File: src/hw/rtl/smm_pkg.sv
// Shared types and constants for the square matrix multiply block.
// Field widths, mode codes, controller states and the command struct.
// No dependencies; every other file imports this package.
package smm_pkg;

    localparam int ELEM_W      = 23;
    localparam int RESULT_W    = 50;
    localparam int MODE_W      = 2;
    localparam int IDX_FIELD_W = 6;
    localparam int CFG_W       = 7;

    localparam logic [CFG_W-1:0] SIZE_RESET = 7'd64;

    localparam logic [MODE_W-1:0] MODE_LOAD_A  = 2'd0;
    localparam logic [MODE_W-1:0] MODE_LOAD_B  = 2'd1;
    localparam logic [MODE_W-1:0] MODE_ROW_REQ = 2'd2;

    typedef enum logic {
        ST_IDLE,
        ST_RUN
    } t_ctrl_state;

    // Controller to datapath command for one cycle.
    typedef struct packed {
        logic issue;
        logic first_k;
        logic final_k;
        logic last_col;
        logic wr_a;
        logic wr_b;
    } t_dp_cmd;

    // Tag that rides along the multiply-accumulate pipeline.
    typedef struct packed {
        logic                   first_k;
        logic                   final_k;
        logic                   last_col;
        logic [IDX_FIELD_W-1:0] row;
    } t_mac_tag;

endpackage

File: src/hw/rtl/smm_ctrl.sv
// Controller: size register, accept logic and the row-request sequencer.
// Walks column j and inner index k; depends on smm_pkg.
module smm_ctrl #(
    parameter int  MAX_DIM = 64,
    localparam int IDX_W   = (MAX_DIM > 1) ? $clog2(MAX_DIM) : 1
) (
    input  logic                           i_clk,
    input  logic                           i_rst_n,
    input  logic                           i_cfg_wr_en,
    input  logic [smm_pkg::CFG_W-1:0]      i_cfg_wr_data,
    input  logic                           i_in_valid,
    input  logic [smm_pkg::MODE_W-1:0]     i_in_mode,
    input  logic [smm_pkg::IDX_FIELD_W-1:0] i_in_row,
    input  logic [smm_pkg::IDX_FIELD_W-1:0] i_in_col,
    output logic                           o_in_ready,
    input  logic                           i_stall,
    output smm_pkg::t_dp_cmd               o_cmd,
    output logic [smm_pkg::IDX_FIELD_W-1:0] o_row,
    output logic [IDX_W-1:0]               o_j,
    output logic [IDX_W-1:0]               o_k
);
    import smm_pkg::*;

    localparam int CMP_W = IDX_W + IDX_FIELD_W;
    localparam logic [CMP_W-1:0] DIM_MAX = CMP_W'(MAX_DIM);

    t_ctrl_state             r_state, n_state;
    logic [CFG_W-1:0]        r_size;
    logic [IDX_FIELD_W-1:0]  r_row, n_row;
    logic [IDX_W-1:0]        r_j, n_j, r_k, n_k, r_last, n_last;
    logic [CMP_W-1:0]        w_size_ext, w_last_ext, w_row_ext, w_col_ext;
    logic                    w_row_ok, w_col_ok;

    // Clamp the configured size to 1..MAX_DIM and express it as the last index.
    always_comb begin
        w_size_ext = CMP_W'(r_size);
        if (w_size_ext == '0) begin
            w_last_ext = '0;
        end else if (w_size_ext > DIM_MAX) begin
            w_last_ext = DIM_MAX - CMP_W'(1);
        end else begin
            w_last_ext = w_size_ext - CMP_W'(1);
        end
    end

    assign w_row_ext = CMP_W'(i_in_row);
    assign w_col_ext = CMP_W'(i_in_col);
    assign w_row_ok  = (w_row_ext <= w_last_ext);
    assign w_col_ok  = (w_col_ext <= w_last_ext);

    always_ff @(posedge i_clk) begin
        if (!i_rst_n) begin
            r_size <= SIZE_RESET;
        end else if (i_cfg_wr_en) begin
            r_size <= i_cfg_wr_data;
        end
    end

    always_ff @(posedge i_clk) begin
        if (!i_rst_n) begin
            r_state <= ST_IDLE;
            r_row   <= '0;
            r_j     <= '0;
            r_k     <= '0;
            r_last  <= '0;
        end else begin
            r_state <= n_state;
            r_row   <= n_row;
            r_j     <= n_j;
            r_k     <= n_k;
            r_last  <= n_last;
        end
    end

    always_comb begin
        n_state    = r_state;
        n_row      = r_row;
        n_j        = r_j;
        n_k        = r_k;
        n_last     = r_last;
        o_in_ready = 1'b0;
        o_cmd      = '0;
        case (r_state)
            ST_IDLE: begin
                o_in_ready = 1'b1;
                if (i_in_valid) begin
                    if (i_in_mode == MODE_LOAD_A && w_row_ok && w_col_ok) begin
                        o_cmd.wr_a = 1'b1;
                    end
                    if (i_in_mode == MODE_LOAD_B && w_row_ok && w_col_ok) begin
                        o_cmd.wr_b = 1'b1;
                    end
                    if (i_in_mode == MODE_ROW_REQ && w_row_ok) begin
                        n_state = ST_RUN;
                        n_row   = i_in_row;
                        n_j     = '0;
                        n_k     = '0;
                        n_last  = w_last_ext[IDX_W-1:0];
                    end
                end
            end
            ST_RUN: begin
                o_cmd.issue    = 1'b1;
                o_cmd.first_k  = (r_k == '0);
                o_cmd.final_k  = (r_k == r_last);
                o_cmd.last_col = (r_j == r_last);
                // Hold the indices while the output side is stalled.
                if (!i_stall) begin
                    if (r_k == r_last) begin
                        n_k = '0;
                        n_j = r_j + IDX_W'(1);
                        if (r_j == r_last) begin
                            n_state = ST_IDLE;
                        end
                    end else begin
                        n_k = r_k + IDX_W'(1);
                    end
                end
            end
            default: begin
                n_state = ST_IDLE;
            end
        endcase
    end

    assign o_row = r_row;
    assign o_j   = r_j;
    assign o_k   = r_k;

    a_idx_range: assert property (@(posedge i_clk) disable iff (!i_rst_n)
        (r_state == ST_RUN) |-> (r_j <= r_last && r_k <= r_last))
        else $error("row sequencer index past the last column");

    a_wr_accept: assert property (@(posedge i_clk) disable iff (!i_rst_n)
        (o_cmd.wr_a || o_cmd.wr_b) |-> (i_in_valid && o_in_ready && !(o_cmd.wr_a && o_cmd.wr_b)))
        else $error("store write without an accepted load transaction");

    a_stall_hold: assert property (@(posedge i_clk) disable iff (!i_rst_n)
        (o_cmd.issue && i_stall) |=> ($stable(r_j) && $stable(r_k) && r_state == ST_RUN))
        else $error("sequencer advanced during a stall");

    a_run_end: assert property (@(posedge i_clk) disable iff (!i_rst_n)
        (o_cmd.issue && o_cmd.final_k && o_cmd.last_col && !i_stall) |=> (r_state == ST_IDLE))
        else $error("sequencer did not return to idle after the final product");

endmodule

File: config.mk
export PLATFORM = sky130hd
export DESIGN_NAME = smm_ctrl
export DESIGN_NICKNAME = d
export VERILOG_FILES = /design/src/hw/rtl/smm_pkg.sv /design/src/hw/rtl/smm_ctrl.sv
export SDC_FILE = /design/constraint.sdc
export NUM_CORES = 1
export LEC_CHECK = 0
export ABC_AREA = 1
export BUFFER_PORTS_ARGS = -buffer_cell sky130_fd_sc_hd__clkbuf_2
export CORE_ASPECT_RATIO = 1.25
export CORE_MARGIN = 5
export CORE_UTILIZATION = 56
export CTS_BUF_LIST = sky130_fd_sc_hd__clkbuf_8
export CTS_CLUSTER_DIAMETER = 50
export DETAILED_ROUTE_END_ITERATION = 10
export GPL_TIMING_DRIVEN = 0
export PLACE_DENSITY_LB_ADDON = 0.25
export SYNTH_ARGS = -nofsm -noshare
export SYNTH_HDL_FRONTEND = slang
export SYNTH_SLANG_ARGS = --single-unit
File: constraint.sdc
create_clock -name i_clk -period 7.7 [get_ports i_clk]
set_clock_uncertainty 0.1 [all_clocks]
set_input_delay 1.54 -clock i_clk [delete_from_list [all_inputs] [get_ports i_clk]]
set_output_delay 1.54 -clock i_clk [all_outputs]
set_load 0.05 [all_outputs]
==> Word level (Yosys, flattened, before mapping) <==
Cells that the tools add are included.
{ "op_classes": {"mux": 22, "eq_ne": 8, "n_reduce_logical": 11, "n_addsub": 3, "order_cmp": 3, "n_bitwise": 1} }
{ "op_table": {"columns": ["op", "count"], "rows": [
  ["6-bit 2-to-1 mux", 6],
  ["6-bit by 12-bit less-or-equal comparator with 1-bit output", 2],
  ["12-bit 2-to-1 mux", 2],
  ["6-bit one-hot mux with 2 select lines", 2],
  ["6-bit by 1-bit adder with 6-bit output, second input constant", 2],
  ["6-bit equality test", 2],
  ["1-bit 2-to-1 mux", 8],
  ["7-bit by 1-bit subtractor with 8-bit output, second input constant", 1],
  ["7-bit > comparator, second input constant", 1],
  ["7-bit logical NOT", 1],
  ["6-bit logical NOT", 1],
  ["2-bit inequality test, second input constant", 3],
  ["3-bit AND reduction", 2],
  ["1-bit logical AND", 5],
  ["2-bit 2-to-1 mux", 2],
  ["4-bit 2-to-1 mux", 1],
  ["4-bit AND reduction", 1],
  ["2-bit by 1-bit equality test with 1-bit output, second input constant", 1],
  ["2-bit equality test, second input constant", 1],
  ["2-bit logical NOT", 1],
  ["2-bit by 1-bit inequality test with 1-bit output, second input constant", 1],
  ["1-bit one-hot mux with 2 select lines", 1],
  ["1-bit NOT", 1]
]} }
{ "totals": {"output_inout_bits": 25, "ff_bits": 32, "elab_cells": 54} }

==> Logic depth before layout (Yosys ltp) <==
{ "logic_depth": {"depth_word": 9, "ltp_mapped": 21, "depth_no_buf": 21} }

==> Worst setup path after synthesis <==
OpenSTA, ideal clock, no wires.
{ "synth_timing": {"kind": "input to output", "startpoint": "input port i_in_row[1] in the netlist's numbering", "endpoint": "output port o_cmd[0] in the netlist's numbering", "stages": 10, "t_required_ns": 6.060, "slack_ns": 3.045, "n_path_buf": 0, "t_arrival_ns": 3.015, "cell_sequence": "ha_1 nand2_1 nand2_1 nand2_1 nand2_1 nand2_1 nand2_1 a31oi_1 nand2_1 nor2_1"} }
{ "synth_rtl": {"columns": ["item", "line_no", "source"], "rows": [
  ["from (decl)", "smm_ctrl.sv:13", "input logic [smm_pkg::IDX_FIELD_W-1:0] i_in_row,"],
  ["to (decl)", "smm_ctrl.sv:17", "output smm_pkg::t_dp_cmd o_cmd,"]
]} }

==> results.md <==
- Status: complete, no violations
- Vias: ~2200
- TritonCTS buffer count: 5
- Yosys warnings: 0
- #FFs+latches synth: 32
- Power Total: 0.4553 mW
- Area contributors post-synth: dfxtp_1 30%, ha_1 10%, nand2_1 8.6%, inv_1 7.7%, nor2_1 7.7%
- Htree depth: 2
- Worst r2r src: r_size[2]$_SDFFE_PN0P_
- R2r worst-path depth: 17
- Core footprint: between 3000 and 4000 um2
- Critical path startpoint category: input pin
- Setup Fix Bufs, Post-CTS: 0
- Period utilization: approximately three fifths
- Die X: approximately 65 um
- Clk sinks: 32
- Initial core utilization: 57.34%
- Routed Antenna Nets: 0
- Synthesis-to-layout area growth: 17.70%
- Number of core rows: 25
- Final setup TNS: 0 ns
- WP data arrival: 2.94 ns
- Post-Syn Area: 2135 um2
- Final Hold Fails: 0
- Hold Path Class: flop to flop
- I/O pins: 51
- Peak supply drop: around 0.00017 V
- Share of cells above drive strength 1: a little over a fifth
- Hold Buf Count CTS: 0
- Pre-CTS WS: around 3.1 ns
- Critical path fanouts, max: 2
- GRT Total Usage: about 22%
- Slew Viols, Final: 0
- Drt first pass iters: 4
- Longest Clk Path Bufs: 2
- Total Wirelength: between 5 and 6 mm
- CP startpoint: i_in_row[3]
- Post-synth top area cell: dfxtp_1
- Setup violators final: 0
- CTS-repair resized insts: 0
- Pwr per Cell Area: 181.2 nW/um2
- Number of synthesized flops with an enable pin: 0
- CTS tree: built
- Post-synth net total: 356
- First-pass GRT wire length: 8.797 mm
- Worst EP required: a little over 6 ns
- Top FF cell, synth: dfxtp_1
- Worst-path clk slew: approximately 0.06 ns
- Routed len/inst: ~13 um
- Lkg Pwr: roughly 1.3 nW
- Vias per std cell: around 5.3
- Root Buffer: clkbuf_8
- CP Class: input pin to output port
- Initial antenna violation count: 0
- Async S/R FF share, synth: 0%
- Most common cell in the netlist: nand2_1
- Unique masters post-synth: 32
- Maxcap violations: 0
- GRT overflow: 0
- Measured slew at the worst slew-check pin: 0.5324 ns
- Seq/Total Area, Yosys: ~30%
- Slew Limit Headroom: between 60% and 70%
- Commonest cells post-synth: 49 x nand2_1, 44 x inv_1, 44 x nor2_1, 32 x dfxtp_1, 28 x a21oi_1
- Crit path to: o_cmd[0]
- # DRC: 0
- Minimum clock period: around 4.6 ns
- I/O Buffers: 50
- FF-to-FF setup slack: about 4.7 ns
- Final WS setup: a little over 3 ns
- Height of the die: 79.03 um
- Largest net degree at the start of global routing: 11
- Yosys top cell area share: a little under a third
- Die footprint: about 5000 um2
- Reg2reg end: o_j[1]$_SDFFE_PN0P_
- RSZ-0062 raised after global routing: no
- Final GP Congestion: roughly 0.94
- Clk Latency, worst-skew pair: around 0.28 ns
- Post-DP HPWL: ~4.1 mm
- Maximum clock frequency: around 0.22 GHz
- Final core occ: around two thirds
- Drt first-iter violations: 148
- Synthesized instance count: ~310
- Nets@finish: slightly above 400
- Number of global-route vias before repair: 2052
- ANT cells: 0
- CP Capture Type: output port
- Mapped Avg Cell Area: 6.820 um2
[placed cells by master (no fill, tap or decap), types with 2 or more instances in the layout]
cell type and instances:
a21oi_1 28, buf_4 2, clkbuf_1 3, clkbuf_2 50, clkbuf_8 5, dfxtp_1 32
ha_1 17, inv_1 45, inv_2 2, nand2_1 49, nand2_2 3, nand2_4 3
nand3_1 14, nand4_1 6, nor2_1 44, nor2_2 2, nor3_1 6, nor4_1 3
o21ai_0 27, o21ai_2 4, xnor2_1 5, xor2_1 7
[metal layers]
layer | part of all wire, % | GRT usage [%] | routed length (um)
met2 | 53 | 41.03 | 2813
met3 | 4.3 | 4.526 | 230
met4 | 1.6 | 7.469 | 85
met5 | 0 | 0 | 0
met1 | 41 | 22.81 | 2166
[worst min-delay path by stage]
| stage | from | to | slack, ns | cells past startpoint |
|---|---|---|---|---|
| 5_1_grt | o_row[4]$_SDFFE_PN0P_ | o_row[4]$_SDFFE_PN0P_ | 0.41 | 2 |
| 2_1_floorplan | r_last[0]$_SDFFE_PN0P_ | r_last[0]$_SDFFE_PN0P_ | 0.37 | 2 |
| 3_3_place_gp | o_row[2]$_SDFFE_PN0P_ | o_row[2]$_SDFFE_PN0P_ | 0.36 | 2 |
| 4_1_cts | o_row[1]$_SDFFE_PN0P_ | o_row[1]$_SDFFE_PN0P_ | 0.39 | 2 |
| 6_report | o_row[4]$_SDFFE_PN0P_ | o_row[4]$_SDFFE_PN0P_ | 0.38 | 2 |
| 3_5_place_dp | o_row[2]$_SDFFE_PN0P_ | o_row[2]$_SDFFE_PN0P_ | 0.37 | 2 |
[worst max-delay path: stages]
cell,delay (ns)
clkbuf_2,0.09
ha_1,0.30
a21oi_1,0.16
nand2_1,0.07
nand2_1,0.06
nand2_1,0.06
a31oi_1,0.21
nand2_1,0.07
nor2_1,0.09
clkbuf_2,0.28
[power breakdown]
part / leakage [nW] / switching (mW) / internal (mW)
Combinational: 0.951 / 0.0996 / 0.0482
Clock: 0.0452 / 0.0611 / 0.0600
Sequential: 0.262 / 0.0108 / 0.176
[through the flow]
step                hold slack (ns)  area [um2]  instances
floorplan                    0.3704        2135        313
global placement             0.3641        2435        403
detailed placement           0.3732        2435        403
CTS                          0.3866        2512        410
global route                 0.4124        2512        410
finish                       0.3849        2512        410
[registers in the layout, summed over array words and instances, names as in the netlist]
| signal | count |
|---|---|
| o_k | 6 |
| o_row | 6 |
| r_size | 7 |
| o_j | 6 |
| r_last | 6 |
| r_state | 1 |
[cell families after synthesis]
| kind of cell | synth area share, % |
|---|---|
| AO/OA/AOI/OAI | 16.59 |
| XOR/XNOR | 4.924 |
| adder cells (fa/ha/maj) | 9.965 |
| buffers and inverters | 10.26 |
| flip-flops | 30.01 |
| AND/OR/NAND/NOR | 28.25 |
[layout make-up]
type,instances,area (um2)
tap,40,50.05
clock buffer,5,68.82
sequential,32,640.6
timing repair buffer,50,250.2
fill,355,1210
inverter,47,176.4
multi-input combinational,227,1275
clock inverter,2,8.758
buffer,7,42.54
No activity file was read; power rests on OpenSTA's default activity.
